`src/hw/rtl/pid_motor_drive_with_deadband_unit_defines.svh`:
```
// Assertion macros for the PID motor drive unit.
`ifndef PID_MOTOR_DRIVE_WITH_DEADBAND_UNIT_DEFINES_SVH
`define PID_MOTOR_DRIVE_WITH_DEADBAND_UNIT_DEFINES_SVH

// same-cycle implication, clocked on clk, off during reset
`define PMD_CHECK_SAME(label, ante, cons, msg) \
	label: assert property (@(posedge clk) disable iff (!arst_n) (ante) |-> (cons)) \
		else $error(msg);

// next-cycle implication
`define PMD_CHECK_NEXT(label, ante, cons, msg) \
	label: assert property (@(posedge clk) disable iff (!arst_n) (ante) |=> (cons)) \
		else $error(msg);

`endif

```
`src/hw/rtl/pmd_pkg.sv`:
```
// Types and constants shared by the PID motor drive modules.
package pmd_pkg;

	localparam int DATA_W    = 24;
	localparam int ERR_W     = 25;
	localparam int DERR_W    = 26;
	localparam int SUM_W     = 16;
	localparam int WEIGHT_W  = 16;
	localparam int OPA_W     = 25;
	localparam int OPB_W     = 26;
	localparam int PROD_W    = OPA_W + OPB_W;
	localparam int ACC_W     = 52;
	localparam int FRAC_W    = 20;
	localparam int QUOT_W    = ACC_W - FRAC_W;
	localparam int DRIVE_W   = 9;
	localparam int DUTY_W    = 8;
	localparam int STEP_W    = 4;
	localparam int CFG_IDX_W = 3;

	localparam int SUM_LIMIT = 25600;
	localparam int DEADBAND  = 307;
	localparam int DRIVE_MAX = 255;

	typedef logic [STEP_W-1:0] step_t;

	typedef enum logic [CFG_IDX_W-1:0] {
		CFG_GAIN_P    = 3'd0,
		CFG_GAIN_I    = 3'd1,
		CFG_GAIN_D    = 3'd2,
		CFG_WEIGHT    = 3'd3,
		CFG_PROTECT   = 3'd4,
		CFG_UPPER     = 3'd5,
		CFG_LOWER     = 3'd6,
		CFG_SWAP      = 3'd7
	} cfg_idx_t;

	typedef enum logic [2:0] {
		SEL_A_W,
		SEL_A_WINV,
		SEL_A_GP,
		SEL_A_GD,
		SEL_A_GI
	} mul_a_t;

	typedef enum logic [2:0] {
		SEL_B_PREV,
		SEL_B_RAW,
		SEL_B_ERR,
		SEL_B_DERR,
		SEL_B_SUM
	} mul_b_t;

	typedef enum logic [1:0] {
		ACC_HOLD,
		ACC_LOAD,
		ACC_ADD
	} acc_op_t;

	typedef enum logic [2:0] {
		ACT_NONE,
		ACT_Y_RAW,
		ACT_Y_ACC,
		ACT_ERR,
		ACT_STATE,
		ACT_FINISH
	} act_t;

	typedef enum logic [1:0] {
		JMP_NONE,
		JMP_NO_SMOOTH,
		JMP_STOP
	} jmp_t;

	typedef struct packed {
		mul_a_t  mul_a;
		mul_b_t  mul_b;
		acc_op_t acc_op;
		act_t    act;
		jmp_t    jmp;
		step_t   target;
	} ctrl_word_t;

	typedef struct packed {
		ctrl_word_t word;
		logic       exec;
		logic       start;
	} seq_ctrl_t;

	typedef struct packed {
		logic no_smooth;
		logic stop;
	} dp_status_t;

	typedef struct packed {
		logic                 valid;
		logic [CFG_IDX_W-1:0] index;
		logic [DATA_W-1:0]    data;
	} cfg_wr_t;

	typedef struct packed {
		logic signed [DRIVE_W-1:0] drive;
		logic [DUTY_W-1:0]         duty;
		logic                      enable_a;
		logic                      enable_b;
	} result_t;

endpackage

```
`src/hw/rtl/pmd_sequencer.sv`:
```
// Step counter and microcode table that run the PID datapath.
module pmd_sequencer (
	input  logic                 clk,
	input  logic                 arst_n,
	input  logic                 in_valid,
	output logic                 in_ready,
	input  logic                 out_free,
	input  pmd_pkg::dp_status_t  status,
	output pmd_pkg::seq_ctrl_t   ctrl
);

	logic               busy_q;
	pmd_pkg::step_t     step_q;
	pmd_pkg::ctrl_word_t word;
	logic               exec;
	logic               taken;

	// program: step, multiply, accumulate (uses product of previous step), action, jump
	function automatic pmd_pkg::ctrl_word_t ucode(input pmd_pkg::step_t s);
		pmd_pkg::ctrl_word_t w;
		w = '{pmd_pkg::SEL_A_W, pmd_pkg::SEL_B_PREV, pmd_pkg::ACC_HOLD,
			pmd_pkg::ACT_NONE, pmd_pkg::JMP_NONE, pmd_pkg::step_t'(0)};
		case (s)
			4'd0: begin
				w.mul_a  = pmd_pkg::SEL_A_W;
				w.mul_b  = pmd_pkg::SEL_B_PREV;
				w.act    = pmd_pkg::ACT_Y_RAW;
				w.jmp    = pmd_pkg::JMP_NO_SMOOTH;
				w.target = 4'd4;
			end
			4'd1: begin
				w.mul_a  = pmd_pkg::SEL_A_WINV;
				w.mul_b  = pmd_pkg::SEL_B_RAW;
				w.acc_op = pmd_pkg::ACC_LOAD;
			end
			4'd2: w.acc_op = pmd_pkg::ACC_ADD;
			4'd3: w.act = pmd_pkg::ACT_Y_ACC;
			4'd4: w.act = pmd_pkg::ACT_ERR;
			4'd5: begin
				w.mul_a  = pmd_pkg::SEL_A_GP;
				w.mul_b  = pmd_pkg::SEL_B_ERR;
				w.act    = pmd_pkg::ACT_STATE;
				w.jmp    = pmd_pkg::JMP_STOP;
				w.target = 4'd9;
			end
			4'd6: begin
				w.mul_a  = pmd_pkg::SEL_A_GD;
				w.mul_b  = pmd_pkg::SEL_B_DERR;
				w.acc_op = pmd_pkg::ACC_LOAD;
			end
			4'd7: begin
				w.mul_a  = pmd_pkg::SEL_A_GI;
				w.mul_b  = pmd_pkg::SEL_B_SUM;
				w.acc_op = pmd_pkg::ACC_ADD;
			end
			4'd8: w.acc_op = pmd_pkg::ACC_ADD;
			4'd9: w.act = pmd_pkg::ACT_FINISH;
			default: w.act = pmd_pkg::ACT_FINISH;
		endcase
		return w;
	endfunction

	assign word     = ucode(step_q);
	assign in_ready = !busy_q;
	// only the finish step waits, for the output word to drain
	assign exec     = busy_q && ((word.act != pmd_pkg::ACT_FINISH) || out_free);

	always_comb begin
		case (word.jmp)
			pmd_pkg::JMP_NO_SMOOTH: taken = status.no_smooth;
			pmd_pkg::JMP_STOP:      taken = status.stop;
			default:                taken = 1'b0;
		endcase
	end

	always_ff @(posedge clk or negedge arst_n) begin
		if (!arst_n) begin
			busy_q <= 1'b0;
			step_q <= '0;
		end else if (!busy_q) begin
			if (in_valid) begin
				busy_q <= 1'b1;
				step_q <= '0;
			end
		end else if (exec) begin
			if (word.act == pmd_pkg::ACT_FINISH) begin
				busy_q <= 1'b0;
			end else if (taken) begin
				step_q <= word.target;
			end else begin
				step_q <= step_q + pmd_pkg::step_t'(1);
			end
		end
	end

	assign ctrl.word  = word;
	assign ctrl.exec  = exec;
	assign ctrl.start = in_valid && !busy_q;

endmodule

```
`src/hw/rtl/pmd_datapath.sv`:
```
// Configuration registers, controller state and shared multiply-accumulate datapath.
module pmd_datapath (
	input  logic                                clk,
	input  logic                                arst_n,
	input  pmd_pkg::cfg_wr_t                    cfg,
	input  pmd_pkg::seq_ctrl_t                  ctrl,
	input  logic signed [pmd_pkg::DATA_W-1:0]   measured,
	input  logic signed [pmd_pkg::DATA_W-1:0]   setpoint,
	output pmd_pkg::dp_status_t                 status,
	output pmd_pkg::result_t                    result
);

	localparam int DW = pmd_pkg::DATA_W;
	localparam int EW = pmd_pkg::ERR_W;
	localparam int DEW = pmd_pkg::DERR_W;
	localparam int SW = pmd_pkg::SUM_W;
	localparam int WW = pmd_pkg::WEIGHT_W;
	localparam int QW = pmd_pkg::QUOT_W;
	localparam int FW = pmd_pkg::FRAC_W;

	localparam logic signed [DEW-1:0] SUM_HI = DEW'(pmd_pkg::SUM_LIMIT);
	localparam logic signed [DEW-1:0] SUM_LO = -SUM_HI;
	localparam logic signed [EW-1:0]  DB_HI  = EW'(pmd_pkg::DEADBAND);
	localparam logic signed [EW-1:0]  DB_LO  = -DB_HI;
	localparam logic signed [QW-1:0]  DRV_HI = QW'(pmd_pkg::DRIVE_MAX);
	localparam logic signed [QW-1:0]  DRV_LO = -DRV_HI;

	// configuration
	logic signed [DW-1:0] gain_p_q, gain_i_q, gain_d_q;
	logic [WW-1:0]        weight_q;
	logic                 protect_q;
	logic signed [DW-1:0] upper_q, lower_q;
	logic                 swap_q;

	// sample and controller state
	logic signed [DW-1:0]  raw_q, target_q;
	logic signed [DW-1:0]  prev_sample_q;
	logic signed [SW-1:0]  err_sum_q;
	logic signed [EW-1:0]  prev_err_q;
	logic signed [DW-1:0]  y_q;
	logic signed [EW-1:0]  e_q;
	logic signed [DEW-1:0] de_q;
	logic                  stop_q;

	logic signed [pmd_pkg::OPA_W-1:0]  op_a;
	logic signed [pmd_pkg::OPB_W-1:0]  op_b;
	logic signed [pmd_pkg::PROD_W-1:0] prod_q;
	logic signed [pmd_pkg::ACC_W-1:0]  acc_q;
	logic signed [pmd_pkg::ACC_W-1:0]  prod_ext;
	logic [WW:0]                       weight_inv;

	logic                  stop;
	logic signed [DEW-1:0] sum_wide;
	logic signed [SW-1:0]  sum_clamped;

	logic signed [QW-1:0]  quot;
	logic signed [QW-1:0]  quot_trunc;
	logic signed [QW-1:0]  drv_sat;
	logic signed [pmd_pkg::DRIVE_W-1:0] drv;
	logic                  drv_neg, drv_pos;

	always_ff @(posedge clk or negedge arst_n) begin
		if (!arst_n) begin
			gain_p_q  <= '0;
			gain_i_q  <= '0;
			gain_d_q  <= '0;
			weight_q  <= '0;
			protect_q <= 1'b0;
			upper_q   <= '0;
			lower_q   <= '0;
			swap_q    <= 1'b0;
		end else if (cfg.valid) begin
			case (pmd_pkg::cfg_idx_t'(cfg.index))
				pmd_pkg::CFG_GAIN_P:  gain_p_q  <= cfg.data;
				pmd_pkg::CFG_GAIN_I:  gain_i_q  <= cfg.data;
				pmd_pkg::CFG_GAIN_D:  gain_d_q  <= cfg.data;
				pmd_pkg::CFG_WEIGHT:  weight_q  <= cfg.data[WW-1:0];
				pmd_pkg::CFG_PROTECT: protect_q <= cfg.data[0];
				pmd_pkg::CFG_UPPER:   upper_q   <= cfg.data;
				pmd_pkg::CFG_LOWER:   lower_q   <= cfg.data;
				pmd_pkg::CFG_SWAP:    swap_q    <= cfg.data[0];
				default: ;
			endcase
		end
	end

	// 65536 - w; only used when w is nonzero, so it fits 16 bits
	assign weight_inv = (WW+1)'(1 << WW) - {1'b0, weight_q};

	always_comb begin
		case (ctrl.word.mul_a)
			pmd_pkg::SEL_A_W:    op_a = {{(pmd_pkg::OPA_W-WW){1'b0}}, weight_q};
			pmd_pkg::SEL_A_WINV: op_a = {{(pmd_pkg::OPA_W-WW-1){1'b0}}, weight_inv};
			pmd_pkg::SEL_A_GP:   op_a = {gain_p_q[DW-1], gain_p_q};
			pmd_pkg::SEL_A_GD:   op_a = {gain_d_q[DW-1], gain_d_q};
			pmd_pkg::SEL_A_GI:   op_a = {gain_i_q[DW-1], gain_i_q};
			default:             op_a = '0;
		endcase
		case (ctrl.word.mul_b)
			pmd_pkg::SEL_B_PREV: op_b = {{(pmd_pkg::OPB_W-DW){prev_sample_q[DW-1]}}, prev_sample_q};
			pmd_pkg::SEL_B_RAW:  op_b = {{(pmd_pkg::OPB_W-DW){raw_q[DW-1]}}, raw_q};
			pmd_pkg::SEL_B_ERR:  op_b = {{(pmd_pkg::OPB_W-EW){e_q[EW-1]}}, e_q};
			pmd_pkg::SEL_B_DERR: op_b = de_q;
			pmd_pkg::SEL_B_SUM:  op_b = {{(pmd_pkg::OPB_W-SW){err_sum_q[SW-1]}}, err_sum_q};
			default:             op_b = '0;
		endcase
	end

	assign prod_ext = {{(pmd_pkg::ACC_W-pmd_pkg::PROD_W){prod_q[pmd_pkg::PROD_W-1]}}, prod_q};

	// stop: limit window (if protected) or deadband; y_q and e_q hold from the state step on
	assign stop = (protect_q && ((y_q >= upper_q) || (y_q <= lower_q)))
		|| ((e_q <= DB_HI) && (e_q >= DB_LO));

	assign sum_wide = {{(DEW-SW){err_sum_q[SW-1]}}, err_sum_q}
		+ {{(DEW-EW){e_q[EW-1]}}, e_q};

	always_comb begin
		if (sum_wide > SUM_HI) begin
			sum_clamped = SUM_HI[SW-1:0];
		end else if (sum_wide < SUM_LO) begin
			sum_clamped = SUM_LO[SW-1:0];
		end else begin
			sum_clamped = sum_wide[SW-1:0];
		end
	end

	always_ff @(posedge clk) begin
		if (ctrl.start) begin
			raw_q    <= measured;
			target_q <= setpoint;
		end
		if (ctrl.exec) begin
			prod_q <= op_a * op_b;
			case (ctrl.word.acc_op)
				pmd_pkg::ACC_LOAD: acc_q <= prod_ext;
				pmd_pkg::ACC_ADD:  acc_q <= acc_q + prod_ext;
				default: ;
			endcase
			case (ctrl.word.act)
				pmd_pkg::ACT_Y_RAW: y_q <= raw_q;
				pmd_pkg::ACT_Y_ACC: y_q <= acc_q[DW+WW-1:WW];
				pmd_pkg::ACT_ERR:   e_q <= {y_q[DW-1], y_q} - {target_q[DW-1], target_q};
				pmd_pkg::ACT_STATE: begin
					de_q   <= {e_q[EW-1], e_q} - {prev_err_q[EW-1], prev_err_q};
					stop_q <= stop;
				end
				default: ;
			endcase
		end
	end

	always_ff @(posedge clk or negedge arst_n) begin
		if (!arst_n) begin
			prev_sample_q <= '0;
			err_sum_q     <= '0;
			prev_err_q    <= '0;
		end else if (ctrl.exec) begin
			case (ctrl.word.act)
				pmd_pkg::ACT_Y_ACC: prev_sample_q <= raw_q;
				pmd_pkg::ACT_STATE: begin
					err_sum_q  <= stop ? '0 : sum_clamped;
					prev_err_q <= e_q;
				end
				default: ;
			endcase
		end
	end

	assign status.no_smooth = (weight_q == '0);
	assign status.stop      = stop;

	// divide by 2^20 toward zero, then saturate; zero when the stored stop flag is set
	assign quot       = acc_q[pmd_pkg::ACC_W-1:FW];
	assign quot_trunc = quot + QW'(acc_q[pmd_pkg::ACC_W-1] && (acc_q[FW-1:0] != '0));

	always_comb begin
		if (stop_q) begin
			drv_sat = '0;
		end else if (quot_trunc > DRV_HI) begin
			drv_sat = DRV_HI;
		end else if (quot_trunc < DRV_LO) begin
			drv_sat = DRV_LO;
		end else begin
			drv_sat = quot_trunc;
		end
	end

	assign drv     = drv_sat[pmd_pkg::DRIVE_W-1:0];
	assign drv_neg = drv[pmd_pkg::DRIVE_W-1];
	assign drv_pos = !drv_neg && (drv != '0);

	assign result.drive    = drv;
	assign result.duty     = drv_neg ? pmd_pkg::DUTY_W'(-drv) : drv[pmd_pkg::DUTY_W-1:0];
	assign result.enable_a = swap_q ? drv_pos : drv_neg;
	assign result.enable_b = swap_q ? drv_neg : drv_pos;

endmodule

```
`src/hw/rtl/pid_motor_drive_with_deadband_unit.sv`:
```
// Top level of the PID motor drive unit with deadband and integral clamp.
// Each sample word runs a short microprogram on one shared 25x26 multiplier:
// 4 to 10 program steps (10 with smoothing on, 7 without; a stopped sample
// skips the steps that sum the three gain products). The result sits in an
// output register; the next sample is taken while it waits, and only the
// final step stalls if that register is still full. Configuration writes
// are taken at once.
`include "pid_motor_drive_with_deadband_unit_defines.svh"

module pid_motor_drive_with_deadband_unit (
	input  logic                                   clk,
	input  logic                                   arst_n,
	input  logic                                   in_valid,
	output logic                                   in_ready,
	input  logic signed [pmd_pkg::DATA_W-1:0]      measured,
	input  logic signed [pmd_pkg::DATA_W-1:0]      setpoint,
	output logic                                   out_valid,
	input  logic                                   out_ready,
	output logic signed [pmd_pkg::DRIVE_W-1:0]     drive,
	output logic [pmd_pkg::DUTY_W-1:0]             duty,
	output logic                                   enable_a,
	output logic                                   enable_b,
	input  logic                                   cfg_valid,
	output logic                                   cfg_ready,
	input  logic [pmd_pkg::CFG_IDX_W-1:0]          cfg_index,
	input  logic [pmd_pkg::DATA_W-1:0]             cfg_data
);

	pmd_pkg::seq_ctrl_t  ctrl;
	pmd_pkg::dp_status_t status;
	pmd_pkg::result_t    result;
	pmd_pkg::cfg_wr_t    cfg;
	pmd_pkg::result_t    res_q;
	logic                out_valid_q;
	logic                out_free;
	logic                finish;

	assign cfg_ready = 1'b1;
	assign cfg.valid = cfg_valid;
	assign cfg.index = cfg_index;
	assign cfg.data  = cfg_data;

	assign out_free = !out_valid_q || out_ready;
	assign finish   = ctrl.exec && (ctrl.word.act == pmd_pkg::ACT_FINISH);

	pmd_sequencer u_seq (
		.clk      (clk),
		.arst_n   (arst_n),
		.in_valid (in_valid),
		.in_ready (in_ready),
		.out_free (out_free),
		.status   (status),
		.ctrl     (ctrl)
	);

	pmd_datapath u_dp (
		.clk      (clk),
		.arst_n   (arst_n),
		.cfg      (cfg),
		.ctrl     (ctrl),
		.measured (measured),
		.setpoint (setpoint),
		.status   (status),
		.result   (result)
	);

	always_ff @(posedge clk or negedge arst_n) begin
		if (!arst_n) begin
			out_valid_q <= 1'b0;
		end else if (finish) begin
			out_valid_q <= 1'b1;
		end else if (out_ready) begin
			out_valid_q <= 1'b0;
		end
	end

	always_ff @(posedge clk) begin
		if (finish) begin
			res_q <= result;
		end
	end

	assign out_valid = out_valid_q;
	assign drive     = res_q.drive;
	assign duty      = res_q.duty;
	assign enable_a  = res_q.enable_a;
	assign enable_b  = res_q.enable_b;

	`PMD_CHECK_NEXT(a_busy_after_accept, in_valid && in_ready, !in_ready, "ready after accept")
	`PMD_CHECK_NEXT(a_result_after_finish, finish, out_valid, "finish lost its result word")
	`PMD_CHECK_SAME(a_zero_drive_idle, out_valid && (drive == '0), (duty == '0) && !enable_a && !enable_b, "zero drive not idle")
	`PMD_CHECK_SAME(a_one_direction, out_valid && (drive != '0), (enable_a != enable_b) && (duty != '0), "direction enables wrong")

endmodule

```
`config.mk`:
```
export PLATFORM = sky130hd
export DESIGN_NAME = pid_motor_drive_with_deadband_unit
export DESIGN_NICKNAME = d
export VERILOG_FILES = /design/src/hw/rtl/pmd_pkg.sv /design/src/hw/rtl/pmd_sequencer.sv /design/src/hw/rtl/pmd_datapath.sv /design/src/hw/rtl/pid_motor_drive_with_deadband_unit.sv
export VERILOG_INCLUDE_DIRS = /design/src /design/src/hw/rtl
export SDC_FILE = /design/constraint.sdc
export NUM_CORES = 2
export LEC_CHECK = 0
export ABC_AREA = 0
export BUFFER_PORTS_ARGS = -buffer_cell sky130_fd_sc_hd__buf_2
export CAP_MARGIN = 20
export CORE_UTILIZATION = 50
export CTS_CLUSTER_SIZE = 40
export DETAILED_ROUTE_END_ITERATION = 12
export PLACE_DENSITY = 0.78
export SYNTH_ARGS = -nofsm -noshare
export SYNTH_HDL_FRONTEND = slang
export SYNTH_SLANG_ARGS = --single-unit
```
`constraint.sdc`:
```
create_clock -name clk -period 11.9 [get_ports clk]
set_input_delay 2.38 -clock clk [delete_from_list [all_inputs] [get_ports clk]]
set_output_delay 2.38 -clock clk [all_outputs]
set_load 0.05 [all_outputs]
```
==> impl_results.md <==
- Clk sinks: 454
- Area delta synth->final: 7.78%
- WP data required: 12250 ps
- Hold crit path type: flip-flop to flip-flop
- Max Fclk: 90.7 MHz
- Share of layout cells above drive strength 1: 10.6%
- Via count: 39100
- Synth Area in Compound Gates: 10.3%
- Worst EP arrival: 11380 ps
- Synthesized flop and latch total: 454
- Critical path type: flip-flop to flip-flop
- Syn_nets: 6233
- Core ar.: 99000 um2
- Grt total ovfl: 0
- Slowest CP cell: a211oi_1
- Relative slew margins: 23.8%
- Synth Area in Simple Gates: 12.3%
- Hold path depth: 1
- Gate Count Post-Synth: 5140
- Detailed placer's ending HPWL: 114000 um
- CTS Hold Bufs: 0
- Detail Route Antenna Nets: 0
- Setup Buffers After CTS: 0
- Die Y: 319 um
- Async SR Flop Fraction: 46.0%
- Post-route minimum period: 11030 ps
- Unrepaired setup endpoints after global routing: false
- Actual slew at the worst max-slew pin: 1140 ps
- Yosys warning count: 0
- Final Cycle Share: 92.7%
- Slew Limit Fails: 0
- Worst Setup End Kind: flip-flop
- H-tree depth: 2
- Die area: 102000 um2
- Final TNS setup: 0 ps
- Vias per std cell: 6.01
- Clock Root Buffer: clkbuf_16
- EDFF count, synth: 245
- Final setup fails: 0
- Status: complete, no violations
- Largest family of logic cells by synthesized area: adder cells
- Clk buf depth: 3
- Gr usage total: 29.3%
- CP max FO: 15
- Skew-Pair Late Insertion Delay: 650 ps
- Worst setup SP type: flip-flop
- Reg clk slew, reported paths: 60 ps
- CTS Buf Count: 50
- Hold Fails Final Rpt: 0
- WL/cell: 22.5 um
- Largest net degree at the start of global routing: 82
- Final #Nets: 6272
- Main synth FF type: edfxtp_1
- DR pass1 iterations: 6
- Placer congestion estimate: 0.993
- Adder-Cell Fraction of Synth Area: 35.5%
- IO Pins: 102
- FF-to-FF path depth: 38
- Max Cap Viol: 0
- Worst clock skew: 48.5 ps
- Vias in the first global route: 39800
- CTS tree: done
- Distinct cells, synth: 88
- Die X: 319 um
- Synth Area in XOR/XNOR: 3.28%
- Cell area after synthesis: 50200 um2
- CP peak stage delay: 710 ps
- Avg Cell Area, Syn: 9.77 um2
- Initial antenna violation count: 9
- Starting Density: 50.7%
- DRT iter0 DRCs: 4127
- DRC: 0
- I/O Buffers: 100
- Drt total wl: 147000 um
- Cells resized by post-CTS repair: 0
- First-pass GRT wire length: 230000 um
- Seq/Total Area, Yosys: 25.1%
- Post-synthesis mux area share: 5.38%
- Most common cell on crit path: fa_1
- Row Count: 115
final timing paths:
kind | from | endpoint | slack [ps]
worst max-delay path | u_dp.weight_q[2] | u_dp.prod_q[49] | 870
worst min-delay path | u_dp.upper_q[6] | u_dp.upper_q[6] | 510
worst max register to register | u_dp.weight_q[2] | u_dp.prod_q[49] | 870
worst min register to register | u_dp.upper_q[6] | u_dp.upper_q[6] | 510
max in group asynchronous | arst_n | u_dp.err_sum_q[5] | 8920
min in group asynchronous | arst_n | u_dp.err_sum_q[10] | 1700
sequential cells by signal, summed over array words and instances, names as in the netlist, 4 cells and up:
| register | flops |
|---|---|
| u_dp.target_q | 24 |
| u_dp.gain_i_q | 24 |
| u_dp.e_q | 25 |
| u_dp.raw_q | 24 |
| u_dp.err_sum_q | 16 |
| drive | 9 |
| u_dp.prod_q | 51 |
| u_seq.step_q | 4 |
| u_dp.lower_q | 24 |
| u_dp.de_q | 26 |
| duty | 7 |
| u_dp.prev_err_q | 25 |
| u_dp.acc_q | 52 |
| u_dp.weight_q | 16 |
| u_dp.upper_q | 24 |
| u_dp.gain_d_q | 24 |
| u_dp.prev_sample_q | 24 |
| u_dp.y_q | 24 |
| u_dp.gain_p_q | 24 |
layer usage:
metal  track usage, %  part of all wire (%)  vias to the layer above
met1             39.0                    39                    19500
li1                 -                     -                    17000
met3             7.18                    11                      486
met4             15.1                   6.2                        6
met5                0                 0.025                        -
met2             44.5                    43                     2124
final cells by class:
class | instances | area (um2)
diodes | 1 | 2.50
clock buffers | 74 | 1450
clock inverters | 20 | 244
fillers | 8373 | 44800
inverters | 910 | 3420
multi-input cells | 3582 | 33600
flip-flops and latches | 454 | 12600
well taps | 1287 | 1610
repair buffers | 181 | 1190
cell families after synthesis:
| family | count (synthesis) |
|---|---|
| adders and majority gates | 1013 |
| AOI/OAI and AO/OA | 758 |
| buffers and inverters | 1104 |
| other | 1 |
| DFF | 454 |
| and+or+nand+nor | 1382 |
| xor gates and xnor gates | 188 |
| muxes | 240 |
metrics by stage:
step | utilization, % | hold WS, ps | worst slack, ps | cell area [um2] | cells
2_1_floorplan | - | 454 | 2280 | 50200 | 5140
3_3_place_gp | 52.9 | 469 | 1400 | 52300 | 6407
3_5_place_dp | 52.9 | 493 | 1120 | 52300 | 6408
4_1_cts | 54.6 | 506 | 1020 | 54000 | 6502
5_1_grt | 54.7 | 514 | 272 | 54100 | 6508
6_report | 54.7 | 507 | 873 | 54100 | 6509
synthesized netlist by cell type (14+ instances only):
| library cell | count | area share, % |
|---|---|---|
| nand2_1 | 569 | 4.3 |
| a221oi_1 | 17 | 0.30 |
| o21ai_0 | 141 | 1.4 |
| o211ai_1 | 16 | 0.24 |
| a21o_1 | 97 | 1.4 |
| a21oi_1 | 194 | 1.9 |
| edfxtp_1 | 245 | 15 |
| nor2_1 | 400 | 3.0 |
| a22oi_1 | 14 | 0.21 |
| a211oi_1 | 17 | 0.25 |
| ha_1 | 328 | 8.2 |
| nand4_1 | 42 | 0.52 |
| nor3_1 | 47 | 0.47 |
| clkbuf_1 | 180 | 1.3 |
| mux2_2 | 231 | 5.2 |
| fa_1 | 685 | 27 |
| a31oi_1 | 22 | 0.27 |
| inv_1 | 909 | 6.8 |
| o21a_1 | 27 | 0.40 |
| o21bai_1 | 34 | 0.51 |
| nor4_1 | 27 | 0.34 |
| or3_1 | 22 | 0.27 |
| dfrtp_1 | 209 | 10 |
| nor2b_1 | 31 | 0.39 |
| nand3_1 | 79 | 0.79 |
| and2_1 | 26 | 0.32 |
| nand2b_1 | 40 | 0.50 |
| xor2_1 | 56 | 0.98 |
| a222oi_1 | 28 | 0.56 |
| and3_1 | 39 | 0.49 |
| a221o_1 | 21 | 0.42 |
| xnor2_1 | 132 | 2.3 |
| or2_2 | 15 | 0.19 |
critical path, delay by kind of cell, from the launching register on:
family,cells,cell delay [ps]
adder cells (fa/ha/maj),8,3800
XOR/XNOR,1,140
AND/OR/NAND/NOR,12,3180
buffers and inverters,8,770
AO/OA/AOI/OAI,9,2420
flip-flops,1,430
cell usage in the layout (no fill, tap or decap), types with 132 or more instances in the layout:
cell | netlist | routed
inv_1 | 909 | 908
fa_1 | 685 | 685
nand2_1 | 569 | 569
nor2_1 | 400 | 397
ha_1 | 328 | 327
edfxtp_1 | 245 | 245
mux2_2 | 231 | 231
dfrtp_1 | 209 | 209
a21oi_1 | 194 | 191
o21ai_0 | 141 | 141
xnor2_1 | 132 | 132
Power is not shown: default switching activity piles up to over one toggle a cycle in this logic, so the estimate is an artifact.
